==> src/hw/rtl/vpom_pkg.sv <==
// Shared constants and types for the video plane overlay mixer.
`default_nettype none
package vpom_pkg;

   localparam int unsigned COMP_W   = 8;
   localparam int unsigned ICF_W    = 6;
   localparam int unsigned CODE_W   = 4;
   localparam int unsigned CSR_IDX_W = 3;
   localparam int unsigned NUM_COMP = 6;

   localparam logic [COMP_W-1:0] OFFSET_LEVEL = 8'd16;

   localparam logic [COMP_W-1:0] FULL_LEVEL_RST  = 8'd255;
   localparam logic [COMP_W-1:0] HALF_LEVEL_RST  = 8'd128;
   localparam logic [COMP_W-1:0] BLACK_LEVEL_RST = 8'd16;

   // floor(m / 63) == (m * RECIP_63) >> RECIP_SHIFT for m < 17772
   localparam logic [14:0] RECIP_63   = 15'd16645;
   localparam int unsigned RECIP_SHIFT = 20;

   typedef enum logic [CSR_IDX_W-1:0] {
      CSR_MIX_ENABLE    = 3'd0,
      CSR_B_IN_FRONT    = 3'd1,
      CSR_BACKDROP_CODE = 3'd2,
      CSR_FULL_LEVEL    = 3'd3,
      CSR_HALF_LEVEL    = 3'd4,
      CSR_BLACK_LEVEL   = 3'd5
   } csr_index_type;

endpackage
`default_nettype wire

==> src/hw/rtl/vpom_if.sv <==
// Channel interfaces: pixel pair input, pixel output and register write.
`default_nettype none
interface vpom_req_if import vpom_pkg::*; ();
   logic              valid;
   logic              ready;
   logic [COMP_W-1:0] a_red;
   logic [COMP_W-1:0] a_green;
   logic [COMP_W-1:0] a_blue;
   logic              a_visible;
   logic [COMP_W-1:0] b_red;
   logic [COMP_W-1:0] b_green;
   logic [COMP_W-1:0] b_blue;
   logic              b_visible;
   logic [ICF_W-1:0]  icf_a;
   logic [ICF_W-1:0]  icf_b;

   modport source (output valid, a_red, a_green, a_blue, a_visible,
                   b_red, b_green, b_blue, b_visible, icf_a, icf_b,
                   input ready);
   modport sink   (input valid, a_red, a_green, a_blue, a_visible,
                   b_red, b_green, b_blue, b_visible, icf_a, icf_b,
                   output ready);
endinterface

interface vpom_rsp_if import vpom_pkg::*; ();
   logic              valid;
   logic              ready;
   logic [COMP_W-1:0] out_red;
   logic [COMP_W-1:0] out_green;
   logic [COMP_W-1:0] out_blue;

   modport source (output valid, out_red, out_green, out_blue, input ready);
   modport sink   (input valid, out_red, out_green, out_blue, output ready);
endinterface

interface vpom_csr_if import vpom_pkg::*; ();
   logic                 valid;
   logic                 ready;
   logic [CSR_IDX_W-1:0] index;
   logic [COMP_W-1:0]    data;

   modport source (output valid, index, data, input ready);
   modport sink   (input valid, index, data, output ready);
endinterface
`default_nettype wire

==> src/hw/rtl/video_plane_overlay_mix.sv <==
// Top level: two-plane contribution scaling followed by mix or overlay.
//
//   channel   dir  handshake       payload
//   req_chan  in   valid / ready   plane A and B pixels, visible flags, icf_a, icf_b
//   rsp_chan  out  valid / ready   out_red, out_green, out_blue
//   csr_chan  in   valid / ready   index, data (ready always high)
//
// One item per cycle while the output is not stalled.
// Stages: icf multiply, reciprocal multiply for /63, offset restore, mix/overlay.
// Each stage holds only when its successor is full and stalled, so bubbles
// are squeezed out and input is taken while a result waits.
// Reset (synchronous) clears stage valids and loads register defaults.
`default_nettype none
module video_plane_overlay_mix import vpom_pkg::*; (
   input  wire logic   clock,
   input  wire logic   reset,
   vpom_req_if.sink    req_chan,
   vpom_rsp_if.source  rsp_chan,
   vpom_csr_if.sink    csr_chan
);

   // configuration registers
   logic              mix_enable_ff;
   logic              b_in_front_ff;
   logic [CODE_W-1:0] backdrop_code_ff;
   logic [COMP_W-1:0] full_level_ff;
   logic [COMP_W-1:0] half_level_ff;
   logic [COMP_W-1:0] black_level_ff;

   assign csr_chan.ready = 1'b1;

   always_ff @(posedge clock) begin
      if (reset) begin
         mix_enable_ff    <= 1'b0;
         b_in_front_ff    <= 1'b0;
         backdrop_code_ff <= '0;
         full_level_ff    <= FULL_LEVEL_RST;
         half_level_ff    <= HALF_LEVEL_RST;
         black_level_ff   <= BLACK_LEVEL_RST;
      end else if (csr_chan.valid) begin
         unique case (csr_chan.index)
            CSR_MIX_ENABLE:    mix_enable_ff    <= csr_chan.data[0];
            CSR_B_IN_FRONT:    b_in_front_ff    <= csr_chan.data[0];
            CSR_BACKDROP_CODE: backdrop_code_ff <= csr_chan.data[CODE_W-1:0];
            CSR_FULL_LEVEL:    full_level_ff    <= csr_chan.data;
            CSR_HALF_LEVEL:    half_level_ff    <= csr_chan.data;
            CSR_BLACK_LEVEL:   black_level_ff   <= csr_chan.data;
            default: ;
         endcase
      end
   end

   // stage enables
   logic v1_ff, v2_ff, v3_ff, v4_ff;
   logic en1, en2, en3, en4;

   assign en4 = !v4_ff || rsp_chan.ready;
   assign en3 = !v3_ff || en4;
   assign en2 = !v2_ff || en3;
   assign en1 = !v1_ff || en2;
   assign req_chan.ready = en1;

   always_ff @(posedge clock) begin
      if (reset) begin
         v1_ff <= 1'b0;
         v2_ff <= 1'b0;
         v3_ff <= 1'b0;
         v4_ff <= 1'b0;
      end else begin
         if (en1) v1_ff <= req_chan.valid;
         if (en2) v2_ff <= v1_ff;
         if (en3) v3_ff <= v2_ff;
         if (en4) v4_ff <= v3_ff;
      end
   end

   // components 0..2 plane A rgb, 3..5 plane B rgb
   logic [COMP_W-1:0] comp_in [NUM_COMP];
   logic [ICF_W-1:0]  icf_in  [NUM_COMP];

   always_comb begin
      comp_in[0] = req_chan.a_red;
      comp_in[1] = req_chan.a_green;
      comp_in[2] = req_chan.a_blue;
      comp_in[3] = req_chan.b_red;
      comp_in[4] = req_chan.b_green;
      comp_in[5] = req_chan.b_blue;
      for (int k = 0; k < NUM_COMP; k++) begin
         icf_in[k] = (k < 3) ? req_chan.icf_a : req_chan.icf_b;
      end
   end

   // stage 1: icf * (c - 16)
   logic signed [14:0] prod_in  [NUM_COMP];
   logic signed [14:0] prod_ff  [NUM_COMP];
   logic [1:0]         vis1_ff, vis2_ff, vis3_ff;

   always_comb begin
      logic signed [8:0]  diff;
      logic signed [6:0]  fac;
      logic signed [15:0] full;
      for (int k = 0; k < NUM_COMP; k++) begin
         diff = $signed({1'b0, comp_in[k]}) - $signed({1'b0, OFFSET_LEVEL});
         fac  = $signed({1'b0, icf_in[k]});
         full = diff * fac;
         prod_in[k] = full[14:0];
      end
   end

   // stage 2: magnitude / 63 by reciprocal multiply
   logic [COMP_W-1:0] quot_in  [NUM_COMP];
   logic [COMP_W-1:0] quot_ff  [NUM_COMP];
   logic [NUM_COMP-1:0] neg_in, neg_ff;

   always_comb begin
      logic [13:0] mag;
      logic [28:0] rp;
      for (int k = 0; k < NUM_COMP; k++) begin
         neg_in[k] = prod_ff[k][14];
         mag = neg_in[k] ? 14'(-prod_ff[k]) : prod_ff[k][13:0];
         rp  = 29'(mag) * 29'(RECIP_63);
         quot_in[k] = rp[RECIP_SHIFT +: COMP_W];
      end
   end

   // stage 3: restore offset
   logic [COMP_W-1:0] scl_in [NUM_COMP];
   logic [COMP_W-1:0] scl_ff [NUM_COMP];

   always_comb begin
      for (int k = 0; k < NUM_COMP; k++) begin
         scl_in[k] = neg_ff[k] ? (OFFSET_LEVEL - quot_ff[k])
                               : (OFFSET_LEVEL + quot_ff[k]);
      end
   end

   // stage 4: mix or overlay
   logic [COMP_W-1:0] out_in [3];
   logic [COMP_W-1:0] out_ff [3];

   always_comb begin
      logic              vf, vb;
      logic [COMP_W-1:0] fc, bc, lvl;
      logic [9:0]        sum;
      vf  = b_in_front_ff ? vis3_ff[1] : vis3_ff[0];
      vb  = b_in_front_ff ? vis3_ff[0] : vis3_ff[1];
      lvl = backdrop_code_ff[3] ? full_level_ff : half_level_ff;
      for (int k = 0; k < 3; k++) begin
         fc = b_in_front_ff ? scl_ff[k+3] : scl_ff[k];
         bc = b_in_front_ff ? scl_ff[k]   : scl_ff[k+3];
         sum = 10'(vf ? fc : black_level_ff) + 10'(vb ? bc : black_level_ff);
         priority if (mix_enable_ff) begin
            if (sum < 10'(OFFSET_LEVEL))
               out_in[k] = '0;
            else if (sum > 10'd271)
               out_in[k] = 8'd255;
            else
               out_in[k] = 8'(sum - 10'(OFFSET_LEVEL));
         end else if (vf) begin
            out_in[k] = fc;
         end else if (vb) begin
            out_in[k] = bc;
         end else begin
            out_in[k] = backdrop_code_ff[2-k] ? lvl : '0;
         end
      end
   end

   always_ff @(posedge clock) begin
      if (en1) begin
         prod_ff <= prod_in;
         vis1_ff <= {req_chan.b_visible, req_chan.a_visible};
      end
      if (en2) begin
         quot_ff <= quot_in;
         neg_ff  <= neg_in;
         vis2_ff <= vis1_ff;
      end
      if (en3) begin
         scl_ff  <= scl_in;
         vis3_ff <= vis2_ff;
      end
      if (en4) begin
         out_ff <= out_in;
      end
   end

   assign rsp_chan.valid     = v4_ff;
   assign rsp_chan.out_red   = out_ff[0];
   assign rsp_chan.out_green = out_ff[1];
   assign rsp_chan.out_blue  = out_ff[2];

endmodule
`default_nettype wire
==> src/flat_wrapper.sv <==
// flat-port wrapper written by rule: the top's interface ports become plain ports
module video_plane_overlay_mix_flat import vpom_pkg::*;
  (clock, reset, req_chan_valid, req_chan_a_red, req_chan_a_green, req_chan_a_blue, req_chan_a_visible, req_chan_b_red, req_chan_b_green, req_chan_b_blue, req_chan_b_visible, req_chan_icf_a, req_chan_icf_b, req_chan_ready, rsp_chan_valid, rsp_chan_out_red, rsp_chan_out_green, rsp_chan_out_blue, rsp_chan_ready, csr_chan_valid, csr_chan_index, csr_chan_data, csr_chan_ready);
  vpom_req_if req_chan_i ();
  vpom_rsp_if rsp_chan_i ();
  vpom_csr_if csr_chan_i ();
  input  wire logic clock;
  input  wire logic reset;
  input wire logic [$bits(req_chan_i.valid)-1:0] req_chan_valid;
  input wire logic [$bits(req_chan_i.a_red)-1:0] req_chan_a_red;
  input wire logic [$bits(req_chan_i.a_green)-1:0] req_chan_a_green;
  input wire logic [$bits(req_chan_i.a_blue)-1:0] req_chan_a_blue;
  input wire logic [$bits(req_chan_i.a_visible)-1:0] req_chan_a_visible;
  input wire logic [$bits(req_chan_i.b_red)-1:0] req_chan_b_red;
  input wire logic [$bits(req_chan_i.b_green)-1:0] req_chan_b_green;
  input wire logic [$bits(req_chan_i.b_blue)-1:0] req_chan_b_blue;
  input wire logic [$bits(req_chan_i.b_visible)-1:0] req_chan_b_visible;
  input wire logic [$bits(req_chan_i.icf_a)-1:0] req_chan_icf_a;
  input wire logic [$bits(req_chan_i.icf_b)-1:0] req_chan_icf_b;
  output wire logic [$bits(req_chan_i.ready)-1:0] req_chan_ready;
  output wire logic [$bits(rsp_chan_i.valid)-1:0] rsp_chan_valid;
  output wire logic [$bits(rsp_chan_i.out_red)-1:0] rsp_chan_out_red;
  output wire logic [$bits(rsp_chan_i.out_green)-1:0] rsp_chan_out_green;
  output wire logic [$bits(rsp_chan_i.out_blue)-1:0] rsp_chan_out_blue;
  input wire logic [$bits(rsp_chan_i.ready)-1:0] rsp_chan_ready;
  input wire logic [$bits(csr_chan_i.valid)-1:0] csr_chan_valid;
  input wire logic [$bits(csr_chan_i.index)-1:0] csr_chan_index;
  input wire logic [$bits(csr_chan_i.data)-1:0] csr_chan_data;
  output wire logic [$bits(csr_chan_i.ready)-1:0] csr_chan_ready;
  assign req_chan_i.valid = req_chan_valid;
  assign req_chan_i.a_red = req_chan_a_red;
  assign req_chan_i.a_green = req_chan_a_green;
  assign req_chan_i.a_blue = req_chan_a_blue;
  assign req_chan_i.a_visible = req_chan_a_visible;
  assign req_chan_i.b_red = req_chan_b_red;
  assign req_chan_i.b_green = req_chan_b_green;
  assign req_chan_i.b_blue = req_chan_b_blue;
  assign req_chan_i.b_visible = req_chan_b_visible;
  assign req_chan_i.icf_a = req_chan_icf_a;
  assign req_chan_i.icf_b = req_chan_icf_b;
  assign req_chan_ready = req_chan_i.ready;
  assign rsp_chan_valid = rsp_chan_i.valid;
  assign rsp_chan_out_red = rsp_chan_i.out_red;
  assign rsp_chan_out_green = rsp_chan_i.out_green;
  assign rsp_chan_out_blue = rsp_chan_i.out_blue;
  assign rsp_chan_i.ready = rsp_chan_ready;
  assign csr_chan_i.valid = csr_chan_valid;
  assign csr_chan_i.index = csr_chan_index;
  assign csr_chan_i.data = csr_chan_data;
  assign csr_chan_ready = csr_chan_i.ready;
  video_plane_overlay_mix u_core (.clock(clock), .reset(reset), .req_chan(req_chan_i), .rsp_chan(rsp_chan_i), .csr_chan(csr_chan_i));
endmodule
==> config.mk <==
export PLATFORM = sky130hd
export DESIGN_NAME = video_plane_overlay_mix_flat
export DESIGN_NICKNAME = d
export VERILOG_FILES = /design/src/hw/rtl/vpom_pkg.sv /design/src/hw/rtl/vpom_if.sv /design/src/hw/rtl/video_plane_overlay_mix.sv /design/src/flat_wrapper.sv
export SDC_FILE = /design/constraint.sdc
export NUM_CORES = 2
export LEC_CHECK = 0
export ABC_AREA = 0
export BUFFER_PORTS_ARGS = -buffer_cell sky130_fd_sc_hd__clkbuf_2
export CORE_UTILIZATION = 65
export CTS_CLUSTER_DIAMETER = 80
export DETAILED_ROUTE_END_ITERATION = 8
export GPL_ROUTABILITY_DRIVEN = 0
export PLACE_DENSITY = 0.8
export SYNTH_ARGS = -nofsm -noshare
export SYNTH_HDL_FRONTEND = slang
export SYNTH_SLANG_ARGS = --single-unit
==> constraint.sdc <==
create_clock -name clock -period 7.6 [get_ports clock]
set_input_delay 1.9 -clock clock [delete_from_list [all_inputs] [get_ports clock]]
set_output_delay 1.9 -clock clock [all_outputs]
set_load 0.01 [all_outputs]
* Word-level counts from Yosys, hierarchy flattened
Cells that the tools add are included.
Cells by class: $mul 12, eq/ne operators 5, reduce and logical (&&, ||, !) cells 15, add/subtract/negate cells 30, magnitude comparators 6, muxes and demuxes 45
Operators by type and width (number):
- 8-bit 2-to-1 mux | 37
- 14-bit by 15-bit multiplier with 28-bit output (second input constant) | 6
- 9-bit by 7-bit multiplier with 15-bit output | 6
- 14-bit 2-to-1 mux | 6
- 14-bit negation | 6
- 8-bit by 5-bit subtractor with 9-bit output (second input constant) | 6
- 5-bit by 8-bit adder with 8-bit output (first input constant) | 6
- 5-bit by 8-bit subtractor with 8-bit output (first input constant) | 6
- 10-bit by 9-bit > comparator with 1-bit output (second input constant) | 3
- 10-bit by 5-bit < comparator with 1-bit output (second input constant) | 3
- 8-bit by 8-bit adder with 9-bit output | 3
- 8-bit by 5-bit subtractor with 8-bit output (second input constant) | 3
- 2-bit AND reduction | 6
- 3-bit by 2-bit == test with 1-bit output (second input constant) | 2
- 3-bit == test (second input constant) | 2
- 1-bit zero test | 4
- 1-bit logical OR | 4
- 3-bit by 1-bit == test with 1-bit output (second input constant) | 1
- 3-bit zero test | 1
- 1-bit 2-to-1 mux | 2
Word-level totals: bits in registers 256, output and inout bits 27, word-level logic and storage cells 148

* Depth between registers and ports, before layout
depth after elaboration 7, depth in mapped cells 24

* Worst setup path before layout
No wires, ideal clock.
kind reg-to-reg, start point register u_core.prod_ff[50] (netlist name), end point register u_core.quot_ff[31] (netlist name), data pin, cell stages (with the launch flop) 23, arrival time 6065 ps, setup time 273 ps, path slack 1262 ps, data required time 7327 ps, clock period less this slack 6338 ps, cell sequence edfxtp_1 -> or4_4 -> or3_4 -> or3_1 -> or2_4 -> o31ai_4 -> xnor2_1 -> ha_1 -> ha_1 -> fa_1 -> inv_1 -> fa_1 -> inv_1 -> ha_1 -> ha_1 -> ha_1 -> a211oi_1 -> or3b_2 -> a211oi_1 -> o31ai_1 -> a21oi_1 -> nor2_1 -> xor2_1
RTL lines:
- start: declaration | line video_plane_overlay_mix.sv:95 | logic signed [14:0] prod_ff [NUM_COMP];
- start signal: assignment | line video_plane_overlay_mix.sv:171 | prod_ff <= prod_in;
- end signal: assignment | line video_plane_overlay_mix.sv:175 | quot_ff <= quot_in;
- end: declaration | line video_plane_overlay_mix.sv:112 | logic [COMP_W-1:0] quot_ff [NUM_COMP];

==> metrics.txt <==
antenna-violating nets left=0; Slew HR=38.46%; Synth Cell Area=35390 um2; Post-CTS Setup Bufs=0; Root Buffer=clkbuf_16; drt drc=0; post_cts resized=0; Hold WC Path Type=flop to flop; RSZ-0062 raised after global routing=false; Async SR Flop Fraction=0%; Final #Nets=4820; I/O pins=105; Reg area=7348 um2; vias in the first global route=25680; Rows=85; first-pass GRT wire length=119600 um; CP max-delay cell=or4_4; Final Critical Period=6.697 ns; Startpoint Class=flop; initial antenna violation count=0; synth unique cells=73; Crit. End Element=flop; Final Util=roughly 70%; GR Util All Layers=25.92%; Skew-Pair Late Insertion Delay=0.61 ns; Antenna diodes=0; DRT iter0 DRCs=about 1400; clock skew=approximately 0.033 ns; sequential fraction of the synthesis area=20.76%; Max Slew Vio Count=0; final period utilization=between 80% and 90%; Multi-input gate area=roughly 26000 um2; Fill cells=4047; Gate Count Post-Synth=3696; synth warn=0; final setup fails=0; die width=235.3 um; total CTS buffers=31; DRT Pass-1 Iters=6; pin count of the biggest net entering global routing=between 50 and 60; Worst EP required=around 7.9 ns; CTS sink count=approximately 260; WL/cell=15.55 um; CP peak stage delay=0.57 ns; TritonCTS clock tree=yes; DRT Wirelength=69770 um; # hold bufs at CTS=0; status=complete, no violations; CP Class=flop to flop; Core ar.=53810 um2; hold path startpoint=u_core.vis2_ff[1]; Fmax achieved=between 0.1 and 0.15 GHz; H-tree depth=1; Layout area overhead=6.187%; R2R Path Start=u_core.prod_ff[50]; Synth Net Count=roughly 4700; Overflow after GRT=0; CTS max path bufs=3; crit path max fanout=4; crit path DAT=7.04 ns; worst path cell trace=or4_4, or3_4, or3_1, or2_4, o31ai_4, xnor2_1, ha_1, ha_1, fa_1, inv_1, fa_1, inv_1, ha_1, ha_1, ha_1, a211oi_1, or3b_2, a211oi_1, o31ai_1, a21oi_1, nor2_1, xor2_1; total negative slack=0 ns; Post-DP HPWL=56810 um; Die Y=235.3 um; Vias/cell=5.685; worst-margin pin slew=0.9153 ns; hold_ws=between 0.4 and 0.5 ns; commonest non-fill, non-tap cells in the layout=686 x ha_1, 564 x inv_1, 288 x fa_1, 274 x nand2_1, 229 x xnor2_1; most used cell, CP=ha_1; layout cells sized above 1=4.960%; full die area=55380 um2; final hold violation count=0; clk slew on worst S/H paths=~0.060 ns; CP startpoint=u_core.prod_ff[50]; FF+latch count, synth=roughly 260; Initial Utilization=65.76%; most common cell after layout, fill and taps aside=ha_1; top_reg_cell synth=edfxtp_1; number of max-cap violations=0; detailed-route via count=25501; # port buffers=just over 100; Post-synth EDFFs=between 200 and 250; Avg Inst Size Synth=9.575 um2
[synth_stat cells, types with 11 or more instances]
cell / count / area (um2)
dfxtp_1: 34 / 680.7
xor2_1: 68 / 595.6
nand4_1: 12 / 75.07
a21oi_1: 176 / 880.8
clkbuf_1: 68 / 255.2
and2_1: 147 / 919.6
fa_1: 288 / 5766
nand2b_1: 67 / 419.2
o21ai_0: 93 / 465.5
xnor2_1: 229 / 2006
o41ai_1: 11 / 96.34
nor3_1: 40 / 200.2
mux2i_1: 34 / 340.3
or3_1: 19 / 118.9
ha_1: 686 / 8583
o21bai_1: 13 / 97.59
nand3b_1: 12 / 90.09
o22ai_1: 19 / 118.9
o211ai_1: 26 / 195.2
a31oi_1: 14 / 87.58
nor2b_1: 109 / 681.9
nand3_1: 37 / 185.2
o21a_1: 21 / 157.7
nor2_1: 178 / 668.1
nand2_1: 276 / 1036
o31ai_1: 34 / 255.2
a22o_1: 13 / 113.9
a21o_1: 36 / 270.3
a211oi_1: 31 / 232.7
inv_1: 565 / 2121
edfxtp_1: 222 / 6666
[metal layers]
layer	part of all wire (%)	up-vias	track usage, %
li1	-	12618	-
met1	44	12199	33.34
met2	49	550	46.08
met3	4.0	134	2.697
met4	3.1	0	7.645
met5	0	-	0
[metrics by stage]
stage	instance area, um2	worst slack [ns]	cells
6_report	37580	0.9035	4486
5_1_grt	37580	0.5791	4486
4_1_cts	37580	0.9092	4486
3_5_place_dp	36580	0.7553	4431
3_3_place_gp	36580	0.8932	4431
2_1_floorplan	35390	1.262	3696
[kinds of logic after synthesis]
family	count (synthesis)	share of synthesized area, %
compound gates	542	9.889
mux	35	0.9935
fa+ha+maj	979	40.69
buf+inv	638	6.778
simple gates	947	13.48
xor+xnor	298	7.396
other cells	1	0.01060
flops	256	20.76
[registers in the layout (all words and copies together), names as in the netlist, 2 cells and up]
register / count
u_core.neg_ff: 6
u_core.scl_ff: 48
u_core.prod_ff: 84
u_core.vis3_ff: 2
u_core.quot_ff: 48
u_core.backdrop_code_ff: 4
u_core.vis2_ff: 2
u_core.full_level_ff: 8
u_core.half_level_ff: 8
u_core.vis1_ff: 2
u_core.rsp_chan.out_red: 8
u_core.neg_in: 6
u_core.rsp_chan.out_green: 8
u_core.rsp_chan.out_blue: 8
u_core.black_level_ff: 8
[worst max-delay path, delay by kind of cell, from the launching register on]
kind / cells / cell delay [ns]
AOI/OAI and AO/OA: 5 / 1.20
adders and majority gates: 7 / 2.31
DFF: 1 / 0.44
buffers and inverters: 2 / 0.09
and+or+nand+nor: 6 / 2.05
xor gates and xnor gates: 2 / 0.33
[final cells by class]
type | count | area share (%)
Clock buffer | 42 | 2.367
Inverter | 565 | 5.644
Clock inverter | 13 | 0.2830
Sequential cell | 256 | 19.55
Tap cell | 696 | 2.317
Timing Repair Buffer | 112 | 1.552
Multi-Input combinational cell | 2802 | 68.28
[path summary, 6_finish.rpt]
path,cells past startpoint,endpoint,slack (ns)
setup reg to reg,22,u_core.quot_ff[31],0.90
hold / removal,0,u_core.vis3_ff[1],0.42
setup / recovery,22,u_core.quot_ff[31],0.90
hold reg to reg,0,u_core.vis3_ff[1],0.42
Power is left out: the tool's default activity adds up to more than one toggle a clock period on the data nets, which glitch-free logic cannot reach.
